[src/hdl/lidar_reflector_clustering_unit_defines.svh]
// ----------------------------------------------------------------------------
// Lidar reflector clustering: assertion macros
// Shared checks, written against the local i_clk and i_rst_n.
// ----------------------------------------------------------------------------
`ifndef LIDAR_REFLECTOR_CLUSTERING_UNIT_DEFINES_SVH
`define LIDAR_REFLECTOR_CLUSTERING_UNIT_DEFINES_SVH

// same-cycle implication
`define LRC_ASSERT_NOW(label, ante, cons, msg) \
    label: assert property (@(posedge i_clk) disable iff (!i_rst_n) \
        (ante) |-> (cons)) else $error(msg);

// next-cycle implication
`define LRC_ASSERT_NEXT(label, ante, cons, msg) \
    label: assert property (@(posedge i_clk) disable iff (!i_rst_n) \
        (ante) |=> (cons)) else $error(msg);

`endif

[src/hdl/lrc_pkg.sv]
// ----------------------------------------------------------------------------
// Lidar reflector clustering: package
// Item types, widths, register indices, codes and reset values.
// ----------------------------------------------------------------------------
package lrc_pkg;

    localparam int MAX_BEAMS = 2048;
    localparam int BEAM_W    = $clog2(MAX_BEAMS + 1);

    localparam int RANGE_W   = 16;
    localparam int INTEN_W   = 16;
    localparam int GAP_W     = 8;
    localparam int MINPT_W   = 12;
    localparam int ANGLE_W   = 24;
    localparam int STEP_W    = 16;
    localparam int CFG_W     = 24;
    localparam int CFG_IDX_W = 3;
    localparam int COUNT_W   = 13;
    localparam int STATUS_W  = 2;
    localparam int RACC_W    = 28;
    localparam int BACC_W    = 24;
    localparam int DIV_W     = STEP_W + BACC_W;
    localparam int CMP_W     = (BEAM_W > GAP_W) ? BEAM_W : GAP_W;

    // register indices
    localparam logic [CFG_IDX_W-1:0] CFG_THRESHOLD  = 3'd0;
    localparam logic [CFG_IDX_W-1:0] CFG_GAP        = 3'd1;
    localparam logic [CFG_IDX_W-1:0] CFG_MIN_FIRST  = 3'd2;
    localparam logic [CFG_IDX_W-1:0] CFG_START      = 3'd3;
    localparam logic [CFG_IDX_W-1:0] CFG_STEP       = 3'd4;

    // register reset values
    localparam logic [INTEN_W-1:0]        THRESHOLD_RST = 16'd245;
    localparam logic [GAP_W-1:0]          GAP_RST       = 8'd5;
    localparam logic [MINPT_W-1:0]        MIN_FIRST_RST = 12'd10;
    localparam logic signed [ANGLE_W-1:0] START_RST     = -24'sd102944;
    localparam logic [STEP_W-1:0]         STEP_RST      = 16'd286;

    localparam logic [COUNT_W-1:0] SEEN_MAX     = 13'h1FFF;
    localparam logic [COUNT_W-1:0] THREE_CLUST  = 13'd3;

    localparam logic KIND_CLUSTER = 1'b0;
    localparam logic KIND_SUMMARY = 1'b1;

    localparam logic [STATUS_W-1:0] ST_OK        = 2'd0;
    localparam logic [STATUS_W-1:0] ST_SMALL     = 2'd1;
    localparam logic [STATUS_W-1:0] ST_NOT_THREE = 2'd2;

    typedef struct packed {
        logic [RANGE_W-1:0] sample_range;
        logic [INTEN_W-1:0] sample_intensity;
        logic               scan_end;
    } t_in_item;

    typedef struct packed {
        logic                      item_kind;
        logic [RANGE_W-1:0]        mean_range;
        logic signed [ANGLE_W-1:0] mean_angle;
        logic [COUNT_W-1:0]        point_total;
        logic [STATUS_W-1:0]       scan_status;
        logic                      last_of_run;
    } t_out_item;

    typedef struct packed {
        logic capture;
        logic eval;
        logic div_start;
        logic emit_cluster;
        logic emit_summary;
    } t_dp_cmd;

    typedef struct packed {
        logic close_req;
        logic scan_end;
        logic div_done;
        logic out_free;
    } t_dp_stat;

endpackage

[src/hdl/lrc_divider.sv]
// ----------------------------------------------------------------------------
// Lidar reflector clustering: serial divider
// Two restoring divide lanes sharing one divisor, one quotient bit a cycle.
// ----------------------------------------------------------------------------
`include "lidar_reflector_clustering_unit_defines.svh"

module lrc_divider
    import lrc_pkg::*;
(
    input  logic               i_clk,
    input  logic               i_rst_n,
    input  logic               i_start,
    input  logic [DIV_W-1:0]   i_dividend_a,
    input  logic [DIV_W-1:0]   i_dividend_b,
    input  logic [COUNT_W-1:0] i_divisor,
    output logic [DIV_W-1:0]   o_quot_a,
    output logic [DIV_W-1:0]   o_quot_b,
    output logic               o_done
);

    localparam int CNT_W = $clog2(DIV_W + 1);

    logic [DIV_W-1:0]   r_dvd_a, n_dvd_a, r_dvd_b, n_dvd_b;
    logic [COUNT_W-1:0] r_rem_a, n_rem_a, r_rem_b, n_rem_b;
    logic [COUNT_W-1:0] r_div;
    logic [CNT_W-1:0]   r_cnt;
    logic               r_done;

    // one restoring step: returns {remainder, dividend/quotient shift}
    function automatic logic [COUNT_W+DIV_W-1:0] div_step(
        input logic [COUNT_W-1:0] rem,
        input logic [DIV_W-1:0]   dvd,
        input logic [COUNT_W-1:0] dvs
    );
        logic [COUNT_W:0]   shifted;
        logic [COUNT_W+1:0] diff;
        logic               ge;
        shifted = {rem, dvd[DIV_W-1]};
        diff    = {1'b0, shifted} - {2'b00, dvs};
        ge      = !diff[COUNT_W+1];
        if (ge) begin
            div_step = {diff[COUNT_W-1:0], dvd[DIV_W-2:0], 1'b1};
        end else begin
            div_step = {shifted[COUNT_W-1:0], dvd[DIV_W-2:0], 1'b0};
        end
    endfunction

    always_comb begin
        {n_rem_a, n_dvd_a} = div_step(r_rem_a, r_dvd_a, r_div);
        {n_rem_b, n_dvd_b} = div_step(r_rem_b, r_dvd_b, r_div);
    end

    always_ff @(posedge i_clk) begin
        if (!i_rst_n) begin
            r_cnt  <= '0;
            r_done <= 1'b0;
        end else if (i_start) begin
            r_cnt  <= CNT_W'(DIV_W);
            r_done <= 1'b0;
        end else if (r_cnt != '0) begin
            r_cnt  <= r_cnt - 1'b1;
            r_done <= (r_cnt == CNT_W'(1));
        end
    end

    always_ff @(posedge i_clk) begin
        if (i_start) begin
            r_dvd_a <= i_dividend_a;
            r_dvd_b <= i_dividend_b;
            r_rem_a <= '0;
            r_rem_b <= '0;
            r_div   <= i_divisor;
        end else if (r_cnt != '0) begin
            r_dvd_a <= n_dvd_a;
            r_dvd_b <= n_dvd_b;
            r_rem_a <= n_rem_a;
            r_rem_b <= n_rem_b;
        end
    end

    assign o_quot_a = r_dvd_a;
    assign o_quot_b = r_dvd_b;
    assign o_done   = r_done;

    `LRC_ASSERT_NOW(a_no_restart, r_cnt != '0, !i_start, "divider restarted mid-run")

endmodule

[src/hdl/lrc_datapath.sv]
// ----------------------------------------------------------------------------
// Lidar reflector clustering: datapath
// Config registers, cluster accumulators, centroid maths and output register.
// ----------------------------------------------------------------------------
`include "lidar_reflector_clustering_unit_defines.svh"

module lrc_datapath
    import lrc_pkg::*;
(
    input  logic                 i_clk,
    input  logic                 i_rst_n,
    input  logic                 i_cfg_we,
    input  logic [CFG_IDX_W-1:0] i_cfg_index,
    input  logic [CFG_W-1:0]     i_cfg_data,
    input  t_in_item             i_in_item,
    input  t_dp_cmd              i_cmd,
    output t_dp_stat             o_stat,
    output logic                 o_out_valid,
    input  logic                 i_out_stall,
    output t_out_item            o_out_item
);

    localparam int SUM_W = DIV_W + 2;

    // configuration
    logic [INTEN_W-1:0]        r_thr;
    logic [GAP_W-1:0]          r_gap;
    logic [MINPT_W-1:0]        r_min_first;
    logic signed [ANGLE_W-1:0] r_start;
    logic [STEP_W-1:0]         r_step;

    // captured item
    t_in_item r_item;

    // scan state
    logic [BEAM_W-1:0]  r_beam, r_idx, r_first;
    logic               r_open;
    logic [RACC_W-1:0]  r_racc;
    logic [BACC_W-1:0]  r_bacc;
    logic [COUNT_W-1:0] r_hits, r_seen, r_first_size;

    logic               r_out_valid;
    t_out_item          r_out;

    logic               beam_ok, hit, out_free;
    logic [BEAM_W-1:0]  beam_diff;
    logic [COUNT_W-1:0] divisor;
    logic [DIV_W-1:0]   quot_a, quot_b, prod;
    logic               div_done;
    logic signed [SUM_W-1:0] angle_sum;
    logic signed [ANGLE_W-1:0] angle_sat;
    logic [STATUS_W-1:0] status;

    always_ff @(posedge i_clk) begin
        if (!i_rst_n) begin
            r_thr       <= THRESHOLD_RST;
            r_gap       <= GAP_RST;
            r_min_first <= MIN_FIRST_RST;
            r_start     <= START_RST;
            r_step      <= STEP_RST;
        end else if (i_cfg_we) begin
            case (i_cfg_index)
                CFG_THRESHOLD: r_thr       <= i_cfg_data[INTEN_W-1:0];
                CFG_GAP:       r_gap       <= i_cfg_data[GAP_W-1:0];
                CFG_MIN_FIRST: r_min_first <= i_cfg_data[MINPT_W-1:0];
                CFG_START:     r_start     <= i_cfg_data[ANGLE_W-1:0];
                CFG_STEP:      r_step      <= i_cfg_data[STEP_W-1:0];
                default: ;
            endcase
        end
    end

    always_ff @(posedge i_clk) begin
        if (i_cmd.capture) begin
            r_item <= i_in_item;
        end
    end

    assign beam_ok   = r_beam < BEAM_W'(MAX_BEAMS);
    assign hit       = beam_ok && (r_item.sample_intensity >= r_thr);
    assign beam_diff = r_idx - r_first;

    always_ff @(posedge i_clk) begin
        if (!i_rst_n) begin
            r_beam       <= '0;
            r_idx        <= '0;
            r_first      <= '0;
            r_open       <= 1'b0;
            r_racc       <= '0;
            r_bacc       <= '0;
            r_hits       <= '0;
            r_seen       <= '0;
            r_first_size <= '0;
        end else if (i_cmd.eval) begin
            r_idx <= r_beam;
            if (beam_ok) begin
                r_beam <= r_beam + 1'b1;
            end
            if (hit) begin
                if (!r_open) begin
                    r_open  <= 1'b1;
                    r_first <= r_beam;
                    r_racc  <= RACC_W'(r_item.sample_range);
                    r_bacc  <= BACC_W'(r_beam);
                    r_hits  <= COUNT_W'(1);
                end else begin
                    r_racc  <= r_racc + RACC_W'(r_item.sample_range);
                    r_bacc  <= r_bacc + BACC_W'(r_beam);
                    r_hits  <= r_hits + 1'b1;
                end
            end
        end else if (i_cmd.emit_cluster) begin
            if (r_seen == '0) begin
                r_first_size <= r_hits;
            end
            if (r_seen != SEEN_MAX) begin
                r_seen <= r_seen + 1'b1;
            end
            r_open <= 1'b0;
            r_racc <= '0;
            r_bacc <= '0;
            r_hits <= '0;
        end else if (i_cmd.emit_summary) begin
            // every scan starts empty
            r_beam       <= '0;
            r_first      <= '0;
            r_open       <= 1'b0;
            r_racc       <= '0;
            r_bacc       <= '0;
            r_hits       <= '0;
            r_seen       <= '0;
            r_first_size <= '0;
        end
    end

    assign divisor = (r_hits == '0) ? COUNT_W'(1) : r_hits;
    assign prod    = DIV_W'(r_step * r_bacc);

    lrc_divider u_div (
        .i_clk        (i_clk),
        .i_rst_n      (i_rst_n),
        .i_start      (i_cmd.div_start),
        .i_dividend_a (DIV_W'(r_racc)),
        .i_dividend_b (prod),
        .i_divisor    (divisor),
        .o_quot_a     (quot_a),
        .o_quot_b     (quot_b),
        .o_done       (div_done)
    );

    // start angle plus offset, clipped to the 24-bit signed range
    always_comb begin
        angle_sum = SUM_W'(r_start) + $signed({2'b00, quot_b});
        if (angle_sum[SUM_W-1:ANGLE_W-1] == '0 || angle_sum[SUM_W-1:ANGLE_W-1] == '1) begin
            angle_sat = angle_sum[ANGLE_W-1:0];
        end else if (angle_sum[SUM_W-1]) begin
            angle_sat = {1'b1, {(ANGLE_W-1){1'b0}}};
        end else begin
            angle_sat = {1'b0, {(ANGLE_W-1){1'b1}}};
        end
    end

    always_comb begin
        if (r_first_size < COUNT_W'(r_min_first)) begin
            status = ST_SMALL;
        end else if (r_seen != THREE_CLUST) begin
            status = ST_NOT_THREE;
        end else begin
            status = ST_OK;
        end
    end

    assign out_free = !r_out_valid || !i_out_stall;

    always_ff @(posedge i_clk) begin
        if (!i_rst_n) begin
            r_out_valid <= 1'b0;
        end else if (i_cmd.emit_cluster || i_cmd.emit_summary) begin
            r_out_valid <= 1'b1;
        end else if (!i_out_stall) begin
            r_out_valid <= 1'b0;
        end
    end

    always_ff @(posedge i_clk) begin
        if (i_cmd.emit_cluster) begin
            r_out.item_kind   <= KIND_CLUSTER;
            r_out.mean_range  <= quot_a[RANGE_W-1:0];
            r_out.mean_angle  <= angle_sat;
            r_out.point_total <= r_hits;
            r_out.scan_status <= ST_OK;
            r_out.last_of_run <= !r_item.scan_end;
        end else if (i_cmd.emit_summary) begin
            r_out.item_kind   <= KIND_SUMMARY;
            r_out.mean_range  <= '0;
            r_out.mean_angle  <= '0;
            r_out.point_total <= r_seen;
            r_out.scan_status <= status;
            r_out.last_of_run <= 1'b1;
        end
    end

    always_comb begin
        o_stat.close_req = r_open &&
            (r_item.scan_end || (CMP_W'(beam_diff) >= CMP_W'(r_gap)));
        o_stat.scan_end  = r_item.scan_end;
        o_stat.div_done  = div_done;
        o_stat.out_free  = out_free;
    end

    assign o_out_valid = r_out_valid;
    assign o_out_item  = r_out;

    `LRC_ASSERT_NOW(a_no_overwrite, r_out_valid && i_out_stall, !(i_cmd.emit_cluster || i_cmd.emit_summary), "held item overwritten")
    `LRC_ASSERT_NOW(a_open_has_hits, r_open, r_hits != '0, "open cluster without hits")
    `LRC_ASSERT_NOW(a_emit_open, i_cmd.emit_cluster, r_open, "centroid from closed cluster")

endmodule

[src/hdl/lrc_ctrl.sv]
// ----------------------------------------------------------------------------
// Lidar reflector clustering: controller
// Sequences capture, update, divide and the two result kinds per item.
// ----------------------------------------------------------------------------
`include "lidar_reflector_clustering_unit_defines.svh"

module lrc_ctrl
    import lrc_pkg::*;
(
    input  logic     i_clk,
    input  logic     i_rst_n,
    input  logic     i_in_valid,
    output logic     o_in_stall,
    input  t_dp_stat i_stat,
    output t_dp_cmd  o_cmd
);

    localparam logic [2:0] S_IDLE   = 3'd0;
    localparam logic [2:0] S_EVAL   = 3'd1;
    localparam logic [2:0] S_DECIDE = 3'd2;
    localparam logic [2:0] S_MUL    = 3'd3;
    localparam logic [2:0] S_DIV    = 3'd4;
    localparam logic [2:0] S_EMIT_C = 3'd5;
    localparam logic [2:0] S_EMIT_S = 3'd6;

    logic [2:0] r_state, n_state;

    always_comb begin
        n_state = r_state;
        o_cmd   = '0;
        case (r_state)
            S_IDLE: begin
                if (i_in_valid) begin
                    o_cmd.capture = 1'b1;
                    n_state       = S_EVAL;
                end
            end
            S_EVAL: begin
                o_cmd.eval = 1'b1;
                n_state    = S_DECIDE;
            end
            S_DECIDE: begin
                if (i_stat.close_req) begin
                    n_state = S_MUL;
                end else if (i_stat.scan_end) begin
                    n_state = S_EMIT_S;
                end else begin
                    n_state = S_IDLE;
                end
            end
            S_MUL: begin
                o_cmd.div_start = 1'b1;
                n_state         = S_DIV;
            end
            S_DIV: begin
                if (i_stat.div_done) begin
                    n_state = S_EMIT_C;
                end
            end
            S_EMIT_C: begin
                if (i_stat.out_free) begin
                    o_cmd.emit_cluster = 1'b1;
                    n_state = i_stat.scan_end ? S_EMIT_S : S_IDLE;
                end
            end
            S_EMIT_S: begin
                if (i_stat.out_free) begin
                    o_cmd.emit_summary = 1'b1;
                    n_state            = S_IDLE;
                end
            end
            default: n_state = S_IDLE;
        endcase
    end

    always_ff @(posedge i_clk) begin
        if (!i_rst_n) begin
            r_state <= S_IDLE;
        end else begin
            r_state <= n_state;
        end
    end

    assign o_in_stall = (r_state != S_IDLE);

endmodule

[src/hdl/lidar_reflector_clustering_unit.sv]
// ----------------------------------------------------------------------------
// Lidar reflector clustering unit
// Groups bright lidar beams into reflector clusters and reports centroids.
// ----------------------------------------------------------------------------
// Input channel: one beam item (range, intensity, scan_end) per handshake on
// i_in_valid / o_in_stall. Output channel: o_out_valid / i_out_stall carries
// cluster centroids and an end-of-scan summary; last_of_run marks the final
// result caused by a beam.
// Config: write i_cfg_data to register i_cfg_index with i_cfg_we, only while
// the block is idle. Indices 0..4: threshold, gap, min first points, start
// angle, angle step; other indices are ignored.
// Sequence: a beam that closes no cluster and ends no scan passes through the
// capture, update and decide steps before the next accept. One that closes a
// cluster then starts the 40-step bit-serial divider, whose mean range and
// mean angle lanes share one divisor. A summary adds its own emit state. A
// result shows on the output from the cycle after the one that loads it.
// One beam is worked on at a time: o_in_stall stays high from the accept until
// the beam's last result is loaded. A finished result sits in the output
// register, and loading the next one waits while the receiver stalls it.
// Reset (synchronous, active low) restores the register defaults, empties the
// scan state and drops o_out_valid.
// ----------------------------------------------------------------------------
module lidar_reflector_clustering_unit
    import lrc_pkg::*;
(
    input  logic                 i_clk,
    input  logic                 i_rst_n,
    input  logic                 i_cfg_we,
    input  logic [CFG_IDX_W-1:0] i_cfg_index,
    input  logic [CFG_W-1:0]     i_cfg_data,
    input  logic                 i_in_valid,
    output logic                 o_in_stall,
    input  t_in_item             i_in_item,
    output logic                 o_out_valid,
    input  logic                 i_out_stall,
    output t_out_item            o_out_item
);

    t_dp_cmd  cmd;
    t_dp_stat stat;

    lrc_ctrl u_ctrl (
        .i_clk      (i_clk),
        .i_rst_n    (i_rst_n),
        .i_in_valid (i_in_valid),
        .o_in_stall (o_in_stall),
        .i_stat     (stat),
        .o_cmd      (cmd)
    );

    lrc_datapath u_dp (
        .i_clk       (i_clk),
        .i_rst_n     (i_rst_n),
        .i_cfg_we    (i_cfg_we),
        .i_cfg_index (i_cfg_index),
        .i_cfg_data  (i_cfg_data),
        .i_in_item   (i_in_item),
        .i_cmd       (cmd),
        .o_stat      (stat),
        .o_out_valid (o_out_valid),
        .i_out_stall (i_out_stall),
        .o_out_item  (o_out_item)
    );

endmodule

[config.mk]
export PLATFORM = sky130hd
export DESIGN_NAME = lidar_reflector_clustering_unit
export DESIGN_NICKNAME = d
export VERILOG_FILES = /design/src/hdl/lrc_pkg.sv /design/src/hdl/lrc_divider.sv /design/src/hdl/lrc_datapath.sv /design/src/hdl/lrc_ctrl.sv /design/src/hdl/lidar_reflector_clustering_unit.sv
export VERILOG_INCLUDE_DIRS = /design/src /design/src/hdl
export SDC_FILE = /design/constraint.sdc
export NUM_CORES = 2
export LEC_CHECK = 0
export ABC_AREA = 1
export BUFFER_PORTS_ARGS = -buffer_cell sky130_fd_sc_hd__buf_2
export CAP_MARGIN = 20
export CORE_ASPECT_RATIO = 1.75
export CORE_UTILIZATION = 45
export CTS_CLUSTER_DIAMETER = 100
export CTS_CLUSTER_SIZE = 8
export DETAILED_ROUTE_END_ITERATION = 8
export GPL_TIMING_DRIVEN = 0
export SYNTH_ARGS = -nofsm -noshare
export SYNTH_HDL_FRONTEND = slang
export SYNTH_SLANG_ARGS = --single-unit
[constraint.sdc]
create_clock -name i_clk -period 8.5 [get_ports i_clk]
set_input_delay 1.7 -clock i_clk [delete_from_list [all_inputs] [get_ports i_clk]]
set_output_delay 1.7 -clock i_clk [all_outputs]
set_load 0.05 [all_outputs]
## After elaboration in Yosys (flattened, before gate mapping)

Cells that the tools add are included.

- Mux-type cells: 60
- Multipliers: 1
- $lt $le $gt $ge: 4
- Add/subtract/negate cells: 10
- Reductions and logical operators: 32
- Equal/unequal tests: 25
- Bitwise logic cells: 2

Operator list:

| cell | number |
|---|---|
| $mux W28 | 7 |
| $mux W24 | 7 |
| $mux W13 | 9 |
| $mux W56 | 2 |
| $mux W53 | 2 |
| $mux W12 | 7 |
| $mux W40 | 2 |
| $add A24 B41 Y42 | 1 |
| $mul A16 B24 Y40 | 1 |
| $sub A14 B13 Y15 | 2 |
| $add A28 B16 Y28 | 1 |
| $add A13 B1 Y13 const B | 2 |
| $logic_not A13 Y1 | 2 |
| $add A24 B12 Y24 | 1 |
| $pmux W3 S7 | 1 |
| $eq A19 B19 Y1 const B | 1 |
| $logic_not A19 Y1 | 1 |
| $mux W3 | 6 |
| $ge A16 B16 Y1 | 1 |
| $lt A13 B12 Y1 | 1 |
| $mux W1 | 13 |
| $ne A13 B13 Y1 const B | 1 |
| $ne A13 B2 Y1 const B | 1 |
| $add A12 B1 Y12 const B | 1 |
| other kinds (24) | 61 |

- Input bits: 65
- Output and inout port bits: 59
- Flip-flop bits (word level): 424

## Depth between registers and ports, before layout

- Depth after elaboration: 7
- Mapped depth: 30
- Depth with buffers taken out: 28

## By module

Synthesis repeated with hierarchy kept, for this count alone.

- Cells, all modules: 5,155
- Area, all modules: 37,865.1 sq um

By module, submodules not included:

| module | sequential area each (sq um) | cells an instance | area each (sq um) | instances |
|---|---|---|---|---|
| lrc_datapath | 6,776.5 | 4,226 | 30,559.3 | 1 |
| lrc_divider | 3,453.3 | 884 | 7,040.5 | 1 |
| lrc_ctrl | 60.1 | 45 | 265.3 | 1 |

## Least setup slack after synthesis

OpenSTA, ideal clock, no wires.

- Path type: reg-to-reg
- Start point: reg u_dp.r_bacc[9]
- End point: reg u_dp.u_div.r_dvd_b[34] (netlist: u_dp.u_div.o_quot_b[34]) (data pin)
- Data arrival time: 5.833 ns
- Library setup time: 0.253 ns
- Stages on the path, launching flop included: 25
- Period minus slack after synthesis: 6.086 ns
- Path buffers: 2
- Setup slack: 2.414 ns
- Path through: dfxtp_1 clkbuf_1 clkbuf_1 nand2_1 fa_1 inv_1 fa_1 inv_1 fa_1 inv_1 fa_1 fa_1 inv_1 fa_1 inv_1 ha_1 a21oi_1 o21ai_0 a21oi_1 o21ai_0 a21oi_1 o21ai_0 or2_2 nand3_1 nand2_1

- Cells in the longest elaborated chain, start to end: 2

Ends and longest elaborated chain:

| element | RTL line | RTL |
|---|---|---|
| start: declaration | lrc_datapath.sv:39 | `logic [BACC_W-1:0] r_bacc;` |
| start signal: assignment | lrc_datapath.sv:104 | `r_bacc <= BACC_W'(r_beam);` |
| start signal: assignment | lrc_datapath.sv:108 | `r_bacc <= r_bacc + BACC_W'(r_beam);` |
| $mul A16 B24 Y40 | lrc_datapath.sv:137 | `assign prod = DIV_W'(r_step * r_bacc);` |
| $mux W40 | lrc_divider.sv:67 | `if (i_start) begin` |
| end signal: assignment | lrc_divider.sv:69 | `r_dvd_b <= i_dividend_b;` |
| end signal: assignment | lrc_divider.sv:75 | `r_dvd_b <= n_dvd_b;` |
| end: declaration | lrc_divider.sv:23 | `logic [DIV_W-1:0] r_dvd_a, n_dvd_a, r_dvd_b, n_dvd_b;` |

Every way passes these cells.
A chain may end at the register's enable or synchronous reset.

## Worst setup path in the final report

- Start point: reg u_dp.r_bacc[12]
- End point: reg u_dp.u_div.r_dvd_b[36] (netlist: u_dp.u_div.o_quot_b[36]) (data pin)

Same word-level chain as after synthesis.

==> impl_metrics.toml <==
[outcome]
status = "finished, final reports clean"

[cells_and_area]
area_delta_synth_final_pct = 9.99
layout.cells.non_filler = 6152
seq_area_sq_um = 10200
diodes = 0
fin_nets = 5704
multiInputGateArea_sq_um = 22000
drive_above_1_share = 0.0484
final_area_sq_um = 40200
fillCellCount = 8116

[global_route]
grt_pass1_vias = 33522
antenna_found_initial = 2
grt_max_degree = 44
grt.total_usage = 0.301
grt_pass1_wl_um = 187000
grt-ovfl-total = 0

[clocking]
cts_tree = "yes"
insertion_delay_ns = 0.63
cts_hold_buf = 0
cts.clk_slew.worst_paths_ns = 0.05
cts_max_path_buffers = 3
cts_resized = 0
clkSinkCount = 424
h-tree-depth = 2
cts_root_buf = "clkbuf_16"
post-cts-setup-buffer-count = 0
cts-buffers-inserted = 58

[power_and_ir_drop]
powerDensity_nw_per_um2 = 260
irDropWorstVdd_mv = 0.247
power.leakage_nw = 19.9
p_total_mw = 10.5

[synth]
yosysUniqueCellTypes = 51
syn-num-nets = 5518
synth.area.top_cells = "fa_1, dfxtp_1, edfxtp_1"
synth_edf_count = 168
synth_seq_area_share = 0.278
synth_area_per_cell_sq_um = 7.49
yosys.area.top_type_share = 0.171
synth_area_sq_um = 36600
synth_cells = 4880
ys_seq_elements = 424
ys.flop_type = "dfxtp_1"
yosysTopAreaCell = "fa_1"
synth_async_sr_flop_share = 0
yosys_warnings = 0

[route]
vias_per_cell = 5.30
ant_nets = 0
route.vias.total = 32614
dr.pass1.iters = 5
wl_per_cell_um = 19.9
drt_iter0_markers = 1980
drc = 0
drt-total-wl_um = 123000

[timing]
max_slew_margin = 0.311
finalCriticalPeriod_ns = 8.27
rsz0062_at_grt = "false"
final_hold_viol_count = 0
skew_ns = 0.0530
setup-violations-final = 0
holdWs_ns = 0.455
fin_crit_sh = 0.973
worst_pin_slew_ns = 1.03
fin_setup_tns_ns = 0
maxSlewViolCount = 0
fmax_mhz = 121

[critical_path]
critical_path_class = "flip-flop to flip-flop"
reg2reg_to = "u_dp.u_div.o_quot_b[36]"
timing.rr.start = "u_dp.r_bacc[12]"
rr_worst_depth = 26
crit_slowest_cell = "buf_1"
crit_required_ns = 8.84
start_kind = "flip-flop"
r2r_setup_slack_ns = 0.23
critical_path.max_stage_delay_ns = 0.79
worstSetupEndpointType = "flip-flop"
cp.arrival_ns = 8.61
cp_max_fo = 10
crit_top_cell = "nand2_1"

[worst_hold_path]
holdPathEnd = "u_dp.r_thr[14]"
hp-class = "flip-flop to flip-flop"
whs_path_depth = 2
min-delay-start = "u_dp.r_thr[14]"

[die]
io_pins = 124
start_util = 0.454
num_rows = 138
fp.dieW_um = 218
coreArea_sq_um = 80600
die_area_sq_um = 82500
die_h_um = 379

[placed_design]
dp_cells = 6056
io_buffers = 123
place_congestion = 0.991
hpwlAfterDp_um = 99900
placed_area_sq_um = 38600

[run]
cap_viol_max_count = 0
-- worst max-delay path: cells and delay by family (launching register included) --
kind / cells / cell delay (ns)
compound gates: 3 / 1.22
fa+ha+maj: 7 / 3.73
buf+inv: 7 / 1.72
flops: 1 / 0.34
simple gates: 9 / 0.98
-- stage by stage --
stage          worst slack, ns   util
6_report                 0.227  0.499
5_1_grt                0.00272  0.499
4_1_cts                  0.464  0.499
3_5_place_dp             0.508  0.478
3_3_place_gp             0.580  0.478
2_1_floorplan             2.41      -
-- logic make-up (layout without fill, tap and decap cells) --
family / count (synthesis) / count (layout) / share of synthesized area
buf+inv: 1173 / 1395 / 0.121
flops: 424 / 424 / 0.278
fa+ha+maj: 573 / 573 / 0.260
simple gates: 1842 / 1842 / 0.204
compound gates: 780 / 780 / 0.116
xor+xnor: 88 / 88 / 0.0211
-- area by class of cell --
cell class,count,area share
Buffer,204,0.0198
Clock buffer,94,0.0400
Clock inverter,2,0.00115
Inverter,969,0.0904
Multi-Input combinational cell,3283,0.546
Sequential cell,424,0.253
Tap cell,1050,0.0327
Timing Repair Buffer,126,0.0168
-- cells in the mapped netlist (all sizes together) (4+ instances only) --
cell	number
xor2	52
a21oi	344
o21bai	11
o22ai	29
xnor2	36
o221ai	7
inv	967
clkbuf	177
ha	261
o211ai	18
or2	18
fa	312
and2	4
nand3	174
nor4	14
a31oi	33
nand4	27
a21o	17
nand2	1211
o21ai	287
nor2	334
a211oi	12
dfxtp	256
buf	27
nor3	52
edfxtp	168
o21a	9
-- how the worst max path moves through the flow --
stage,slack (ns),end,start
2_1_floorplan,2.41,u_dp.u_div.o_quot_b[34],u_dp.r_bacc[9]
3_3_place_gp,0.58,u_dp.u_div.o_quot_b[36],u_dp.r_bacc[12]
3_5_place_dp,0.51,u_dp.u_div.o_quot_b[36],u_dp.r_bacc[12]
4_1_cts,0.46,u_dp.u_div.o_quot_b[36],u_dp.r_bacc[12]
5_1_grt,0.003,u_dp.u_div.o_quot_b[36],u_dp.r_bacc[12]
6_report,0.23,u_dp.u_div.o_quot_b[36],u_dp.r_bacc[12]
-- registers in the layout, indices dropped and copies added (netlist names), 13 cells and up --
name,cells
u_dp.u_div.r_rem_b,13
u_dp.r_item,32
u_dp.o_out_item,57
u_dp.u_div.r_rem_a,13
u_dp.u_div.o_quot_b,40
u_dp.u_div.r_div,13
u_dp.r_bacc,24
u_dp.u_div.o_quot_a,40
u_dp.r_hits,13
u_dp.r_racc,28
u_dp.r_start,24
u_dp.r_step,16
u_dp.r_first_size,13
u_dp.r_seen,13
u_dp.r_thr,16
-- cells in the final DEF (no fill, tap or decap), types with 16 or more instances in the layout --
master / instances
a21o_1: 17
a21oi_1: 342
a31oi_1: 33
buf_2: 134
clkbuf_1: 211
clkbuf_16: 59
dfxtp_1: 256
edfxtp_1: 168
fa_1: 312
ha_1: 261
inv_1: 961
nand2_1: 1202
nand3_1: 170
nand4_1: 27
nor2_1: 330
nor3_1: 48
o211ai_1: 18
o21ai_0: 283
o22ai_1: 29
or2_2: 16
xnor2_1: 36
xor2_1: 52
-- per-layer routing --
layer	track usage	wire length, um	up-vias
met5	0	16	-
met4	0.239	10900	2
met3	0.0347	6050	422
met2	0.567	63600	1017
met1	0.295	42100	15517
li1	-	-	15656
-- where the power goes --
group	internal (mW)	switching, mW	total [mW]
logic	1.79	3.60	5.39
clock network	1.27	0.906	2.18
registers	2.65	0.247	2.90
total	5.72	4.75	10.5
Note: power is estimated with default switching activity, not from simulation.
